**config.mk**
```make
export PLATFORM = sky130hd
export DESIGN_NAME = des_block_cipher
export DESIGN_NICKNAME = d
export VERILOG_FILES = /design/src/hw/rtl/des_pkg.sv /design/src/hw/rtl/des_key_cell.sv /design/src/hw/rtl/des_round.sv /design/src/hw/rtl/des_block_cipher.sv
export SDC_FILE = /design/constraint.sdc
export NUM_CORES = 1
export LEC_CHECK = 0
export ABC_AREA = 0
export BUFFER_PORTS_ARGS = -buffer_cell sky130_fd_sc_hd__buf_2
export CAP_MARGIN = 20
export CORE_AREA = 10 10 190 192
export CTS_BUF_LIST = sky130_fd_sc_hd__clkbuf_2
export DETAILED_ROUTE_END_ITERATION = 7
export DIE_AREA = 0 0 200 202
export PLACE_DENSITY = 0.86
export SKIP_CTS_REPAIR_TIMING = 1
export SLEW_MARGIN = 20
export SYNTH_ARGS = -nofsm -noshare
export SYNTH_HDL_FRONTEND = slang
export SYNTH_HIERARCHICAL = 1
export SYNTH_SLANG_ARGS = --single-unit
```
**constraint.sdc**
```tcl
create_clock -name clk_i -period 25.9 [get_ports clk_i]
set_clock_uncertainty 0.05 [all_clocks]
set_input_delay 2.59 -clock clk_i [delete_from_list [all_inputs] [get_ports clk_i]]
set_output_delay 2.59 -clock clk_i [all_outputs]
set_load 0.01 [all_outputs]
```
**src/hw/rtl/des_pkg.sv**
```systemverilog
// des block cipher package: permutation tables, s-boxes and key cell control type
package des_pkg;

  localparam int unsigned NumRounds = 16;

  // rounds whose key-schedule rotation is two places (one place elsewhere)
  localparam logic [NumRounds-1:0] RotTwo = 16'h7EFC;

  typedef struct packed {
    logic load;   // take the pc-1 bit
    logic step;   // advance to the rotated value
    logic shift;  // rotate in this round
    logic left;   // rotate toward the msb (encrypt)
    logic two;    // rotate by two places
  } des_kctl_t;

  localparam logic [6:0] IpMap [64] = '{
    7'd58, 7'd50, 7'd42, 7'd34, 7'd26, 7'd18, 7'd10, 7'd2,
    7'd60, 7'd52, 7'd44, 7'd36, 7'd28, 7'd20, 7'd12, 7'd4,
    7'd62, 7'd54, 7'd46, 7'd38, 7'd30, 7'd22, 7'd14, 7'd6,
    7'd64, 7'd56, 7'd48, 7'd40, 7'd32, 7'd24, 7'd16, 7'd8,
    7'd57, 7'd49, 7'd41, 7'd33, 7'd25, 7'd17, 7'd9,  7'd1,
    7'd59, 7'd51, 7'd43, 7'd35, 7'd27, 7'd19, 7'd11, 7'd3,
    7'd61, 7'd53, 7'd45, 7'd37, 7'd29, 7'd21, 7'd13, 7'd5,
    7'd63, 7'd55, 7'd47, 7'd39, 7'd31, 7'd23, 7'd15, 7'd7};

  localparam logic [6:0] IpInvMap [64] = '{
    7'd40, 7'd8, 7'd48, 7'd16, 7'd56, 7'd24, 7'd64, 7'd32,
    7'd39, 7'd7, 7'd47, 7'd15, 7'd55, 7'd23, 7'd63, 7'd31,
    7'd38, 7'd6, 7'd46, 7'd14, 7'd54, 7'd22, 7'd62, 7'd30,
    7'd37, 7'd5, 7'd45, 7'd13, 7'd53, 7'd21, 7'd61, 7'd29,
    7'd36, 7'd4, 7'd44, 7'd12, 7'd52, 7'd20, 7'd60, 7'd28,
    7'd35, 7'd3, 7'd43, 7'd11, 7'd51, 7'd19, 7'd59, 7'd27,
    7'd34, 7'd2, 7'd42, 7'd10, 7'd50, 7'd18, 7'd58, 7'd26,
    7'd33, 7'd1, 7'd41, 7'd9,  7'd49, 7'd17, 7'd57, 7'd25};

  localparam logic [6:0] EMap [48] = '{
    7'd32, 7'd1,  7'd2,  7'd3,  7'd4,  7'd5,  7'd4,  7'd5,  7'd6,  7'd7,  7'd8,  7'd9,
    7'd8,  7'd9,  7'd10, 7'd11, 7'd12, 7'd13, 7'd12, 7'd13, 7'd14, 7'd15, 7'd16, 7'd17,
    7'd16, 7'd17, 7'd18, 7'd19, 7'd20, 7'd21, 7'd20, 7'd21, 7'd22, 7'd23, 7'd24, 7'd25,
    7'd24, 7'd25, 7'd26, 7'd27, 7'd28, 7'd29, 7'd28, 7'd29, 7'd30, 7'd31, 7'd32, 7'd1};

  localparam logic [6:0] PMap [32] = '{
    7'd16, 7'd7,  7'd20, 7'd21, 7'd29, 7'd12, 7'd28, 7'd17,
    7'd1,  7'd15, 7'd23, 7'd26, 7'd5,  7'd18, 7'd31, 7'd10,
    7'd2,  7'd8,  7'd24, 7'd14, 7'd32, 7'd27, 7'd3,  7'd9,
    7'd19, 7'd13, 7'd30, 7'd6,  7'd22, 7'd11, 7'd4,  7'd25};

  localparam logic [6:0] Pc1Map [56] = '{
    7'd57, 7'd49, 7'd41, 7'd33, 7'd25, 7'd17, 7'd9,
    7'd1,  7'd58, 7'd50, 7'd42, 7'd34, 7'd26, 7'd18,
    7'd10, 7'd2,  7'd59, 7'd51, 7'd43, 7'd35, 7'd27,
    7'd19, 7'd11, 7'd3,  7'd60, 7'd52, 7'd44, 7'd36,
    7'd63, 7'd55, 7'd47, 7'd39, 7'd31, 7'd23, 7'd15,
    7'd7,  7'd62, 7'd54, 7'd46, 7'd38, 7'd30, 7'd22,
    7'd14, 7'd6,  7'd61, 7'd53, 7'd45, 7'd37, 7'd29,
    7'd21, 7'd13, 7'd5,  7'd28, 7'd20, 7'd12, 7'd4};

  localparam logic [6:0] Pc2Map [48] = '{
    7'd14, 7'd17, 7'd11, 7'd24, 7'd1,  7'd5,  7'd3,  7'd28, 7'd15, 7'd6,  7'd21, 7'd10,
    7'd23, 7'd19, 7'd12, 7'd4,  7'd26, 7'd8,  7'd16, 7'd7,  7'd27, 7'd20, 7'd13, 7'd2,
    7'd41, 7'd52, 7'd31, 7'd37, 7'd47, 7'd55, 7'd30, 7'd40, 7'd51, 7'd45, 7'd33, 7'd48,
    7'd44, 7'd49, 7'd39, 7'd56, 7'd34, 7'd53, 7'd46, 7'd42, 7'd50, 7'd36, 7'd29, 7'd32};

  localparam logic [3:0] SboxTab [8][64] = '{
    '{4'd14, 4'd4, 4'd13, 4'd1, 4'd2, 4'd15, 4'd11, 4'd8, 4'd3, 4'd10, 4'd6, 4'd12,
      4'd5, 4'd9, 4'd0, 4'd7, 4'd0, 4'd15, 4'd7, 4'd4, 4'd14, 4'd2, 4'd13, 4'd1,
      4'd10, 4'd6, 4'd12, 4'd11, 4'd9, 4'd5, 4'd3, 4'd8, 4'd4, 4'd1, 4'd14, 4'd8,
      4'd13, 4'd6, 4'd2, 4'd11, 4'd15, 4'd12, 4'd9, 4'd7, 4'd3, 4'd10, 4'd5, 4'd0,
      4'd15, 4'd12, 4'd8, 4'd2, 4'd4, 4'd9, 4'd1, 4'd7, 4'd5, 4'd11, 4'd3, 4'd14,
      4'd10, 4'd0, 4'd6, 4'd13},
    '{4'd15, 4'd1, 4'd8, 4'd14, 4'd6, 4'd11, 4'd3, 4'd4, 4'd9, 4'd7, 4'd2, 4'd13,
      4'd12, 4'd0, 4'd5, 4'd10, 4'd3, 4'd13, 4'd4, 4'd7, 4'd15, 4'd2, 4'd8, 4'd14,
      4'd12, 4'd0, 4'd1, 4'd10, 4'd6, 4'd9, 4'd11, 4'd5, 4'd0, 4'd14, 4'd7, 4'd11,
      4'd10, 4'd4, 4'd13, 4'd1, 4'd5, 4'd8, 4'd12, 4'd6, 4'd9, 4'd3, 4'd2, 4'd15,
      4'd13, 4'd8, 4'd10, 4'd1, 4'd3, 4'd15, 4'd4, 4'd2, 4'd11, 4'd6, 4'd7, 4'd12,
      4'd0, 4'd5, 4'd14, 4'd9},
    '{4'd10, 4'd0, 4'd9, 4'd14, 4'd6, 4'd3, 4'd15, 4'd5, 4'd1, 4'd13, 4'd12, 4'd7,
      4'd11, 4'd4, 4'd2, 4'd8, 4'd13, 4'd7, 4'd0, 4'd9, 4'd3, 4'd4, 4'd6, 4'd10,
      4'd2, 4'd8, 4'd5, 4'd14, 4'd12, 4'd11, 4'd15, 4'd1, 4'd13, 4'd6, 4'd4, 4'd9,
      4'd8, 4'd15, 4'd3, 4'd0, 4'd11, 4'd1, 4'd2, 4'd12, 4'd5, 4'd10, 4'd14, 4'd7,
      4'd1, 4'd10, 4'd13, 4'd0, 4'd6, 4'd9, 4'd8, 4'd7, 4'd4, 4'd15, 4'd14, 4'd3,
      4'd11, 4'd5, 4'd2, 4'd12},
    '{4'd7, 4'd13, 4'd14, 4'd3, 4'd0, 4'd6, 4'd9, 4'd10, 4'd1, 4'd2, 4'd8, 4'd5,
      4'd11, 4'd12, 4'd4, 4'd15, 4'd13, 4'd8, 4'd11, 4'd5, 4'd6, 4'd15, 4'd0, 4'd3,
      4'd4, 4'd7, 4'd2, 4'd12, 4'd1, 4'd10, 4'd14, 4'd9, 4'd10, 4'd6, 4'd9, 4'd0,
      4'd12, 4'd11, 4'd7, 4'd13, 4'd15, 4'd1, 4'd3, 4'd14, 4'd5, 4'd2, 4'd8, 4'd4,
      4'd3, 4'd15, 4'd0, 4'd6, 4'd10, 4'd1, 4'd13, 4'd8, 4'd9, 4'd4, 4'd5, 4'd11,
      4'd12, 4'd7, 4'd2, 4'd14},
    '{4'd2, 4'd12, 4'd4, 4'd1, 4'd7, 4'd10, 4'd11, 4'd6, 4'd8, 4'd5, 4'd3, 4'd15,
      4'd13, 4'd0, 4'd14, 4'd9, 4'd14, 4'd11, 4'd2, 4'd12, 4'd4, 4'd7, 4'd13, 4'd1,
      4'd5, 4'd0, 4'd15, 4'd10, 4'd3, 4'd9, 4'd8, 4'd6, 4'd4, 4'd2, 4'd1, 4'd11,
      4'd10, 4'd13, 4'd7, 4'd8, 4'd15, 4'd9, 4'd12, 4'd5, 4'd6, 4'd3, 4'd0, 4'd14,
      4'd11, 4'd8, 4'd12, 4'd7, 4'd1, 4'd14, 4'd2, 4'd13, 4'd6, 4'd15, 4'd0, 4'd9,
      4'd10, 4'd4, 4'd5, 4'd3},
    '{4'd12, 4'd1, 4'd10, 4'd15, 4'd9, 4'd2, 4'd6, 4'd8, 4'd0, 4'd13, 4'd3, 4'd4,
      4'd14, 4'd7, 4'd5, 4'd11, 4'd10, 4'd15, 4'd4, 4'd2, 4'd7, 4'd12, 4'd9, 4'd5,
      4'd6, 4'd1, 4'd13, 4'd14, 4'd0, 4'd11, 4'd3, 4'd8, 4'd9, 4'd14, 4'd15, 4'd5,
      4'd2, 4'd8, 4'd12, 4'd3, 4'd7, 4'd0, 4'd4, 4'd10, 4'd1, 4'd13, 4'd11, 4'd6,
      4'd4, 4'd3, 4'd2, 4'd12, 4'd9, 4'd5, 4'd15, 4'd10, 4'd11, 4'd14, 4'd1, 4'd7,
      4'd6, 4'd0, 4'd8, 4'd13},
    '{4'd4, 4'd11, 4'd2, 4'd14, 4'd15, 4'd0, 4'd8, 4'd13, 4'd3, 4'd12, 4'd9, 4'd7,
      4'd5, 4'd10, 4'd6, 4'd1, 4'd13, 4'd0, 4'd11, 4'd7, 4'd4, 4'd9, 4'd1, 4'd10,
      4'd14, 4'd3, 4'd5, 4'd12, 4'd2, 4'd15, 4'd8, 4'd6, 4'd1, 4'd4, 4'd11, 4'd13,
      4'd12, 4'd3, 4'd7, 4'd14, 4'd10, 4'd15, 4'd6, 4'd8, 4'd0, 4'd5, 4'd9, 4'd2,
      4'd6, 4'd11, 4'd13, 4'd8, 4'd1, 4'd4, 4'd10, 4'd7, 4'd9, 4'd5, 4'd0, 4'd15,
      4'd14, 4'd2, 4'd3, 4'd12},
    '{4'd13, 4'd2, 4'd8, 4'd4, 4'd6, 4'd15, 4'd11, 4'd1, 4'd10, 4'd9, 4'd3, 4'd14,
      4'd5, 4'd0, 4'd12, 4'd7, 4'd1, 4'd15, 4'd13, 4'd8, 4'd10, 4'd3, 4'd7, 4'd4,
      4'd12, 4'd5, 4'd6, 4'd11, 4'd0, 4'd14, 4'd9, 4'd2, 4'd7, 4'd11, 4'd4, 4'd1,
      4'd9, 4'd12, 4'd14, 4'd2, 4'd0, 4'd6, 4'd10, 4'd13, 4'd15, 4'd3, 4'd5, 4'd8,
      4'd2, 4'd1, 4'd14, 4'd7, 4'd4, 4'd10, 4'd8, 4'd13, 4'd15, 4'd12, 4'd9, 4'd0,
      4'd3, 4'd5, 4'd6, 4'd11}};

  // bit numbers in the maps count from 1 at the msb
  function automatic logic [63:0] perm_ip(input logic [63:0] x);
    logic [63:0] r;
    logic [5:0]  idx;
    r   = '0;
    idx = '0;
    for (int i = 0; i < 64; i++) begin
      idx       = 6'(7'd64 - IpMap[i]);
      r[63 - i] = x[idx];
    end
    return r;
  endfunction

  function automatic logic [63:0] perm_ip_inv(input logic [63:0] x);
    logic [63:0] r;
    logic [5:0]  idx;
    r   = '0;
    idx = '0;
    for (int i = 0; i < 64; i++) begin
      idx       = 6'(7'd64 - IpInvMap[i]);
      r[63 - i] = x[idx];
    end
    return r;
  endfunction

  function automatic logic [55:0] perm_pc1(input logic [63:0] x);
    logic [55:0] r;
    logic [5:0]  idx;
    r   = '0;
    idx = '0;
    for (int i = 0; i < 56; i++) begin
      idx       = 6'(7'd64 - Pc1Map[i]);
      r[55 - i] = x[idx];
    end
    return r;
  endfunction

  function automatic logic [47:0] perm_pc2(input logic [55:0] x);
    logic [47:0] r;
    logic [5:0]  idx;
    r   = '0;
    idx = '0;
    for (int i = 0; i < 48; i++) begin
      idx       = 6'(7'd56 - Pc2Map[i]);
      r[47 - i] = x[idx];
    end
    return r;
  endfunction

  function automatic logic [47:0] perm_e(input logic [31:0] x);
    logic [47:0] r;
    logic [4:0]  idx;
    r   = '0;
    idx = '0;
    for (int i = 0; i < 48; i++) begin
      idx       = 5'(7'd32 - EMap[i]);
      r[47 - i] = x[idx];
    end
    return r;
  endfunction

  function automatic logic [31:0] perm_p(input logic [31:0] x);
    logic [31:0] r;
    logic [4:0]  idx;
    r   = '0;
    idx = '0;
    for (int i = 0; i < 32; i++) begin
      idx       = 5'(7'd32 - PMap[i]);
      r[31 - i] = x[idx];
    end
    return r;
  endfunction

endpackage

```
**src/hw/rtl/des_key_cell.sv**
```systemverilog
// one bit of the rotating key-schedule ring
module des_key_cell (
  input  logic              clk_i,
  input  des_pkg::des_kctl_t ctl_i,
  input  logic              load_bit_i,
  input  logic              lo1_i,
  input  logic              lo2_i,
  input  logic              hi1_i,
  input  logic              hi2_i,
  output logic              bit_o,
  output logic              rot_o
);
  import des_pkg::*;

  logic bit_q, bit_d;

  // rotated value used by the current round, also the next held value when the ring steps
  always_comb begin
    if (!ctl_i.shift) begin
      rot_o = bit_q;
    end else if (ctl_i.left) begin
      rot_o = ctl_i.two ? lo2_i : lo1_i;
    end else begin
      rot_o = ctl_i.two ? hi2_i : hi1_i;
    end
  end

  always_comb begin
    if (ctl_i.load) begin
      bit_d = load_bit_i;
    end else if (ctl_i.step) begin
      bit_d = rot_o;
    end else begin
      bit_d = bit_q;
    end
  end

  always_ff @(posedge clk_i) begin
    bit_q <= bit_d;
  end

  assign bit_o = bit_q;

endmodule

```
**src/hw/rtl/des_round.sv**
```systemverilog
// one feistel round: expansion, subkey mix, s-boxes, p permutation
module des_round (
  input  logic [31:0] l_i,
  input  logic [31:0] r_i,
  input  logic [47:0] subkey_i,
  output logic [31:0] l_o,
  output logic [31:0] r_o
);
  import des_pkg::*;

  logic [47:0] mixed;
  logic [31:0] sbox_out;

  assign mixed = perm_e(r_i) ^ subkey_i;

  always_comb begin
    logic [5:0] six;
    six      = '0;
    sbox_out = '0;
    for (int i = 0; i < 8; i++) begin
      six = mixed[47 - 6*i -: 6];
      // row from the outer bits, column from the inner four
      sbox_out[31 - 4*i -: 4] = SboxTab[i][{six[5], six[0], six[4:1]}];
    end
  end

  assign l_o = r_i;
  assign r_o = l_i ^ perm_p(sbox_out);

endmodule

```
**src/hw/rtl/des_block_cipher.sv**
```systemverilog
// des block cipher top level: key ring, round unit and handshake control
//
//   channel   signals                               direction
//   in        in_valid_i, in_stall_o, req_type_i,   request into block
//             data_block_i
//   out       out_valid_o, out_stall_i,             result out of block
//             result_block_o
//   cfg       cfg_we_i, cfg_wdata_i                 key register write
//
// one feistel round per cycle through a single round unit, save while the last
// round holds on a stalled result. the key schedule is two rings of 28 one-bit
// cells that rotate once per round, but not in the first round of a decrypt.
// a new request is taken in the cycle the last round retires, with no idle gap.
// reset clears the key register to zero and empties the block.
// while the result register is full and stalled, the last round holds.
module des_block_cipher (
  input  logic        clk_i,
  input  logic        rst_ni,
  input  logic        cfg_we_i,
  input  logic [63:0] cfg_wdata_i,
  input  logic        in_valid_i,
  output logic        in_stall_o,
  input  logic        req_type_i,
  input  logic [63:0] data_block_i,
  output logic        out_valid_o,
  input  logic        out_stall_i,
  output logic [63:0] result_block_o
);
  import des_pkg::*;

  logic [63:0] key_q;
  logic        busy_q, busy_d;
  logic [3:0]  round_q, round_d;
  logic        dec_q;
  logic [31:0] l_q, r_q, l_d, r_d;
  logic        out_valid_q, out_valid_d;
  logic [63:0] result_q;

  logic [55:0] cd_q, cd_rot, cd_load;
  des_kctl_t   kctl;
  logic [3:0]  rot_idx;
  logic        last, out_full, finish, accept;
  logic [63:0] blk_ip;

  assign last     = (round_q == 4'(NumRounds - 1));
  assign out_full = out_valid_q && out_stall_i;
  assign finish   = busy_q && last && !out_full;
  assign accept   = in_valid_i && !in_stall_o;

  assign in_stall_o = busy_q && !finish;

  always_ff @(posedge clk_i or negedge rst_ni) begin
    if (!rst_ni) begin
      key_q <= '0;
    end else if (cfg_we_i) begin
      key_q <= cfg_wdata_i;
    end
  end

  // decrypt walks the schedule backward: no shift in the first round
  assign rot_idx     = dec_q ? 4'(4'd0 - round_q) : round_q;
  assign kctl.load   = accept;
  assign kctl.step   = busy_q && !(last && out_full);
  assign kctl.shift  = !dec_q || (round_q != '0);
  assign kctl.left   = !dec_q;
  assign kctl.two    = RotTwo[rot_idx];
  assign cd_load     = perm_pc1(key_q);

  for (genvar h = 0; h < 2; h++) begin : g_half
    for (genvar j = 0; j < 28; j++) begin : g_cell
      localparam int Base = h * 28;
      des_key_cell u_cell (
        .clk_i      (clk_i),
        .ctl_i      (kctl),
        .load_bit_i (cd_load[Base + j]),
        .lo1_i      (cd_q[Base + (j + 27) % 28]),
        .lo2_i      (cd_q[Base + (j + 26) % 28]),
        .hi1_i      (cd_q[Base + (j + 1) % 28]),
        .hi2_i      (cd_q[Base + (j + 2) % 28]),
        .bit_o      (cd_q[Base + j]),
        .rot_o      (cd_rot[Base + j])
      );
    end
  end

  des_round u_round (
    .l_i      (l_q),
    .r_i      (r_q),
    .subkey_i (perm_pc2(cd_rot)),
    .l_o      (l_d),
    .r_o      (r_d)
  );

  assign blk_ip = perm_ip(data_block_i);

  always_comb begin
    busy_d  = busy_q;
    round_d = round_q;
    if (finish) begin
      busy_d = 1'b0;
    end else if (busy_q && !last) begin
      round_d = round_q + 4'd1;
    end
    if (accept) begin
      busy_d  = 1'b1;
      round_d = '0;
    end
  end

  always_comb begin
    out_valid_d = out_valid_q;
    if (out_valid_q && !out_stall_i) begin
      out_valid_d = 1'b0;
    end
    if (finish) begin
      out_valid_d = 1'b1;
    end
  end

  always_ff @(posedge clk_i or negedge rst_ni) begin
    if (!rst_ni) begin
      busy_q      <= 1'b0;
      round_q     <= '0;
      out_valid_q <= 1'b0;
    end else begin
      busy_q      <= busy_d;
      round_q     <= round_d;
      out_valid_q <= out_valid_d;
    end
  end

  always_ff @(posedge clk_i) begin
    if (accept) begin
      dec_q <= req_type_i;
      l_q   <= blk_ip[63:32];
      r_q   <= blk_ip[31:0];
    end else if (busy_q && !last) begin
      l_q <= l_d;
      r_q <= r_d;
    end
    // final swap before the inverse permutation
    if (finish) begin
      result_q <= perm_ip_inv({r_d, l_d});
    end
  end

  assign out_valid_o    = out_valid_q;
  assign result_block_o = result_q;

  a_accept_starts: assert property (@(posedge clk_i) disable iff (!rst_ni)
    accept |=> busy_q && (round_q == '0))
    else $error("request accepted but round counter not restarted");

  a_round_advance: assert property (@(posedge clk_i) disable iff (!rst_ni)
    (busy_q && !last && !accept) |=> busy_q && (round_q == 4'($past(round_q) + 4'd1)))
    else $error("round counter did not advance");

  a_result_after_last: assert property (@(posedge clk_i) disable iff (!rst_ni)
    $rose(out_valid_q) |-> $past(busy_q) && ($past(round_q) == 4'(NumRounds - 1)))
    else $error("result shown before the last round");

  a_no_overwrite: assert property (@(posedge clk_i) disable iff (!rst_ni)
    out_full |-> !finish)
    else $error("stalled result would be overwritten");

endmodule
```
==> flow_summary_export.csv, run 1 <==
group,metric,value,unit
route,wl_met3,3.00,mm
placed_design,dp_hpwl,33.1,mm
worst_setup_path,path_cells,"o31ai_2 > xnor2_1 > mux2_2 > a21oi_4 > buf_4 > buf_4 > mux2_2 > o22ai_2 > nor2_1 > xor2_1 > inv_1 > ha_1 > nand2b_1 > a311oi_1 > a21oi_1 > a21oi_1 > xor2_1 > mux2_2",
worst_setup_path,crit_type,"register to register",
layout,layout_commonest_cell,"buf_2",
worst_setup_path,path_buf_inv,3,
synthesis,synth_nets,1864,
worst_setup_path,path_depth,18,
synthesis,syn-cell-area,19100,um2
floorplan,start_util,59.3,%
synthesis,yosysWarningCount,6,
worst_setup_path,cp_slowest_cell,"xor2_1",
run_status,status,"finished clean",
placed_design,placed_area,20300,um2
floorplan,rows,66,
route,drc,0,
clocking,clk_pin_slew,0.12,ns
layout,mostFrequentLayoutCells,"buf_2, edfxtp_1, mux2_2",
layout,drive_gt1_share,41.7,%
worst_setup_path,crit_top_cell,"mux2_2",
grt,overflow,0,
worst_setup_path,reg2reg_from,"round_q[2]",
flow_run,cap_violations,0,
worst_setup_path,regToRegEndpoint,"r_q[4]",
placed_design,place_congestion,0.909,
worst_setup_path,worst-r2r-cell-count,18,
worst_setup_path,worst_setup_path_end_kind,"register",
grt,grt_pass1_vias,14159,
clocking,clock_latency,0.95,ns
floorplan,fp.dieH,202,um
synthesis,syn_area_per_cell,11.5,um2
worst_setup_path,r2r_slack,18.91,ns
clocking,cts.sinks,247,
route,wl,47.9,mm
grt,antenna_found_initial,3,
worst_setup_path,worstPathArrival,7.60,ns
clocking,cts_buffers,69,
clocking,cts_tree,"built",
clocking,cts-htree-levels,3,
worst_setup_path,critical_path_peak_fanout,62,
sta,period_minus_slack,6.99,ns
worst_setup_path,endpoint,"r_q[4]",
route,wl_per_cell,20.3,um
sta,relSlewSlack,27.5,%
sta,grt_setup_unrepaired,"false",
sta,hold_viol_final,0,
layout,synthToLayoutAreaGrowth,9.77,%
layout,postLayoutCellArea,21000,um2
sta,slew_viol_final,0,
grt,grt_pass1_wl,75.6,mm
route,vias,14166,
floorplan,core,32300,um2
worst_setup_path,startpoint,"round_q[2]",
floorplan,io-pin-count,200,
sta,fin_setup_tns,0,ns
route,drt_iter0_drc,1163,
hold_path,hold_class,"register to register",
worst_setup_path,critPathTopFamily,"buffers and inverters",
sta,period_share,27.0,%
route,ant_nets,0,
floorplan,fp.dieArea,40400,um2
sta,finalSetupViolCount,0,
route,first_pass_iters,5,
route,dr.max_layer_used,"met5",
worst_setup_path,worstPathRequired,26.50,ns
sta,fmax,143,MHz
grt,track_usage,23.2,%
clocking,clk_path_buf_depth,3,
layout,fin_nets,2061,
route,viasPerCell,6.02,
worst_setup_path,cp_slowest_stage_delay,0.85,ns
route,met2RoutedLength,23.2,mm
worst_setup_path,critPathLaunchType,"register",
floorplan,die-width,200,um
synthesis,syn_inst,1665,
grt,grt_max_degree,92,
clocking,clockRootBuffer,"clkbuf_2",
sta,worst_pin_slew,1.08,ns
placed_design,io_buffers,191,
route,met1_length,20.2,mm
==> stage by stage <==
stage | hold WS, ns | setup slack (ns) | std cells | utilization (%)
after floorplan | 0.431 | 13.97 | 1665 | -
after global placement | 0.443 | 19.26 | 2233 | 62.8
after detailed placement | 0.436 | 19.05 | 2233 | 62.8
after CTS | 0.394 | 18.96 | 2353 | 64.9
after global routing | 0.416 | 18.49 | 2354 | 65.1
final | 0.419 | 18.91 | 2354 | 65.1
==> registers in the layout (all words and copies together), names as in the netlist <==
signal / cells
out_valid_o: 1
result_block_o: 64
r_q: 32
g_half.g_cell.u_cell/bit_o: 56
key_q: 56
dec_q: 1
l_q: 32
round_q: 4
busy_q: 1
==> routing by layer <==
| layer | up-vias | GRT usage [%] |
|---|---|---|
| met5 | - | 0 |
| met4 | 4 | 10.0 |
| met3 | 72 | 4.67 |
| met2 | 527 | 37.8 |
| met1 | 6876 | 29.4 |
| li1 | 6687 | - |
==> cell type report <==
type / instances / area, um2
repair buffers: 211 / 1110
clock buffers: 100 / 500
inverters: 42 / 160
clock inverters: 20 / 156
flip-flops and latches: 247 / 7110
diodes: 1 / 2.50
fillers: 2478 / 11300
multi-input cells: 1291 / 11400
well taps: 442 / 553
==> worst reg2reg max path, stage by stage, from the launching register on <==
cell and delay, ns:
dfrtp_1 0.50, o31ai_2 0.30, xnor2_1 0.17, mux2_2 0.39, a21oi_4 0.14, buf_4 0.56
buf_4 0.86, mux2_2 0.44, o22ai_2 0.16, nor2_1 0.14, xor2_1 0.85, inv_1 0.32
ha_1 0.33, nand2b_1 0.15, a311oi_1 0.30, a21oi_1 0.07, a21oi_1 0.43, xor2_1 0.24
mux2_2 0.32
==> worst min path at each step <==
stage / from / end / slack, ns / cells past startpoint
after detailed placement: out_valid_o / out_valid_o / 0.44 / 2
after CTS: r_q[21] / result_block_o[21] / 0.39 / 0
after global placement: key_q[35] / key_q[35] / 0.44 / 1
after global routing: r_q[21] / result_block_o[21] / 0.42 / 0
after floorplan: key_q[1] / key_q[1] / 0.43 / 1
final: r_q[21] / result_block_o[21] / 0.42 / 0
Power of run 1 is left out: the tool's default activity adds up to more than one toggle a clock period on the data nets, which glitch-free logic cannot reach.
==> inputs of run 2 (changes only) <==
--- a/config.mk
+++ b/config.mk
@@ -8,11 +8,11 @@
 export ABC_AREA = 0
 export BUFFER_PORTS_ARGS = -buffer_cell sky130_fd_sc_hd__buf_2
 export CAP_MARGIN = 20
-export CORE_AREA = 10 10 190 192
+export CORE_AREA = 10 10 197 199
 export CTS_BUF_LIST = sky130_fd_sc_hd__clkbuf_2
 export DETAILED_ROUTE_END_ITERATION = 7
-export DIE_AREA = 0 0 200 202
-export PLACE_DENSITY = 0.86
+export DIE_AREA = 0 0 207 209
+export PLACE_DENSITY = 0.84
 export SKIP_CTS_REPAIR_TIMING = 1
 export SLEW_MARGIN = 20
 export SYNTH_ARGS = -nofsm -noshare
==> constraint.sdc (replaced) <==
create_clock -name clk_i -period 6.3 [get_ports clk_i]
set_clock_uncertainty 0.05 [all_clocks]
set_input_delay 0.63 -clock clk_i [delete_from_list [all_inputs] [get_ports clk_i]]
set_output_delay 0.63 -clock clk_i [all_outputs]
set_load 0.01 [all_outputs]
==> run 2 against run 1 <==
Net effect: worst setup slack got worse by 18 ns; sequential cell count is the same; final cell count rose by 7.4%.
==> flow_summary_export.csv, run 2 (same netlist as run 1, synthesis figures left out) <==
group,metric,value,unit
layout,mostFrequentLayoutCells,"buf_2, edfxtp_1, mux2_2",
grt,track_usage,21.9,%
worst_setup_path,worstPathRequired,6.93,ns
layout,postLayoutCellArea,23100,um2
layout,layout_commonest_cell,"buf_2",
grt,grt_pass1_wl,78.1,mm
floorplan,fp.dieH,209,um
sta,setup_slack,0.830,ns
grt,antenna_found_initial,2,
clocking,cts.sinks,247,
layout,multi_input_area,12000,um2
sta,fmax,183,MHz
sta,grt_setup_unrepaired,"false",
floorplan,core,35100,um2
run_status,status,"finished clean",
floorplan,start_util,54.6,%
clocking,cts_tree,"built",
layout,drive_gt1_share,43.4,%
placed_design,place_ws,0.926,ns
route,wl,52.5,mm
floorplan,rows,69,
grt,overflow,0,
grt,grt_max_degree,69,
sta,hold_viol_final,0,
clocking,clk_pin_slew,0.12,ns
worst_setup_path,worstPathArrival,6.10,ns
worst_setup_path,worst_setup_path_end_kind,"register",
sta,period_minus_slack,5.47,ns
route,drt_iter0_drc,1513,
hold_path,hold_class,"primary input to asynchronous set/reset pin",
worst_setup_path,critical_path_peak_fanout,32,
route,wl_per_cell,20.8,um
layout,fin_nets,2211,
layout,synthToLayoutAreaGrowth,20.7,%
placed_design,io_buffers,191,
layout,largest_reg_flops,64,
route,viasPerCell,5.93,
route,vias,15009,
flow_run,cap_violations,0,
worst_setup_path,critPathLaunchType,"register",
floorplan,io-pin-count,200,
route,drc,0,
worst_setup_path,crit_type,"register to register",
clocking,cts_buffers,70,
clocking,cts-htree-levels,3,
floorplan,die-width,207,um
layout,fillerInstances,2653,
placed_design,dp_hpwl,35.4,mm
route,ant_nets,0,
placed_design,placed_area,21200,um2
placed_design,place_congestion,0.922,
sta,worst_pin_slew,1.06,ns
layout,regArea,7110,um2
sta,finalSetupViolCount,0,
sta,slew_viol_final,0,
clocking,clock_latency,1.01,ns
clocking,clockRootBuffer,"clkbuf_2",
route,first_pass_iters,6,
floorplan,fp.dieArea,43300,um2
sta,period_share,86.8,%
grt,grt_pass1_vias,14484,
clocking,clk_path_buf_depth,3,
sta,relSlewSlack,29.5,%
-- run 2: layout make-up --
type | instances | area share (%)
flip-flops and latches | 247 | 30.8
well taps | 461 | 2.50
diodes | 2 | 0.0217
clock buffers | 109 | 2.36
multi-input cells | 1291 | 52.0
repair buffers | 360 | 11.0
inverters | 42 | 0.807
clock inverters | 17 | 0.547
-- run 2: critical path, stage by stage (launching register included) --
cell and delay, ns:
dfrtp_1 0.50, o31ai_2 0.30, xnor2_1 0.19, mux2_2 0.40
a21oi_4 0.30, buf_4 0.46, mux2_2 0.40, o22ai_2 0.18
nor2_2 0.10, xnor2_2 0.49, inv_2 0.20, ha_4 0.23
nor2_2 0.09, a21oi_1 0.07, mux4_2 0.48, mux2_2 0.34
xnor2_1 0.16, mux2_2 0.26
-- run 2: worst paths after layout --
check                           start         to  slack (ns)  cells past startpoint
min in group clk_i         req_type_i      dec_q        0.35                      2
min                            rst_ni  key_q[35]        0.26                      3
max                        round_q[2]     r_q[6]        0.83                     17
min reg2reg                  key_q[4]   key_q[4]        0.46                      1
max in group asynchronous      rst_ni  key_q[39]        5.32                      3
max reg2reg                round_q[2]     r_q[6]        0.83                     17
-- run 2: per-layer routing --
layer	vias up	wire [um]	track usage [%]
li1	7002	-	-
met1	7382	21200	26.7
met2	528	26900	38.0
met3	97	3050	4.40
met4	0	1380	7.27
met5	-	0	0
-- run 2: through the flow --
| stage | TNS (ns) | hold WS, ns | utilization, % | instances |
|---|---|---|---|---|
| CTS | 0 | -0.306 | 62.3 | 2403 |
| global route | 0 | 0.283 | 65.9 | 2529 |
| floorplan | -215.10 | 0.284 | - | 1665 |
| finish | 0 | 0.262 | 65.9 | 2529 |
| detailed placement | 0 | 0.446 | 60.4 | 2277 |
| global placement | 0 | 0.440 | 60.4 | 2277 |
Power of run 2 is left out for the same reason.
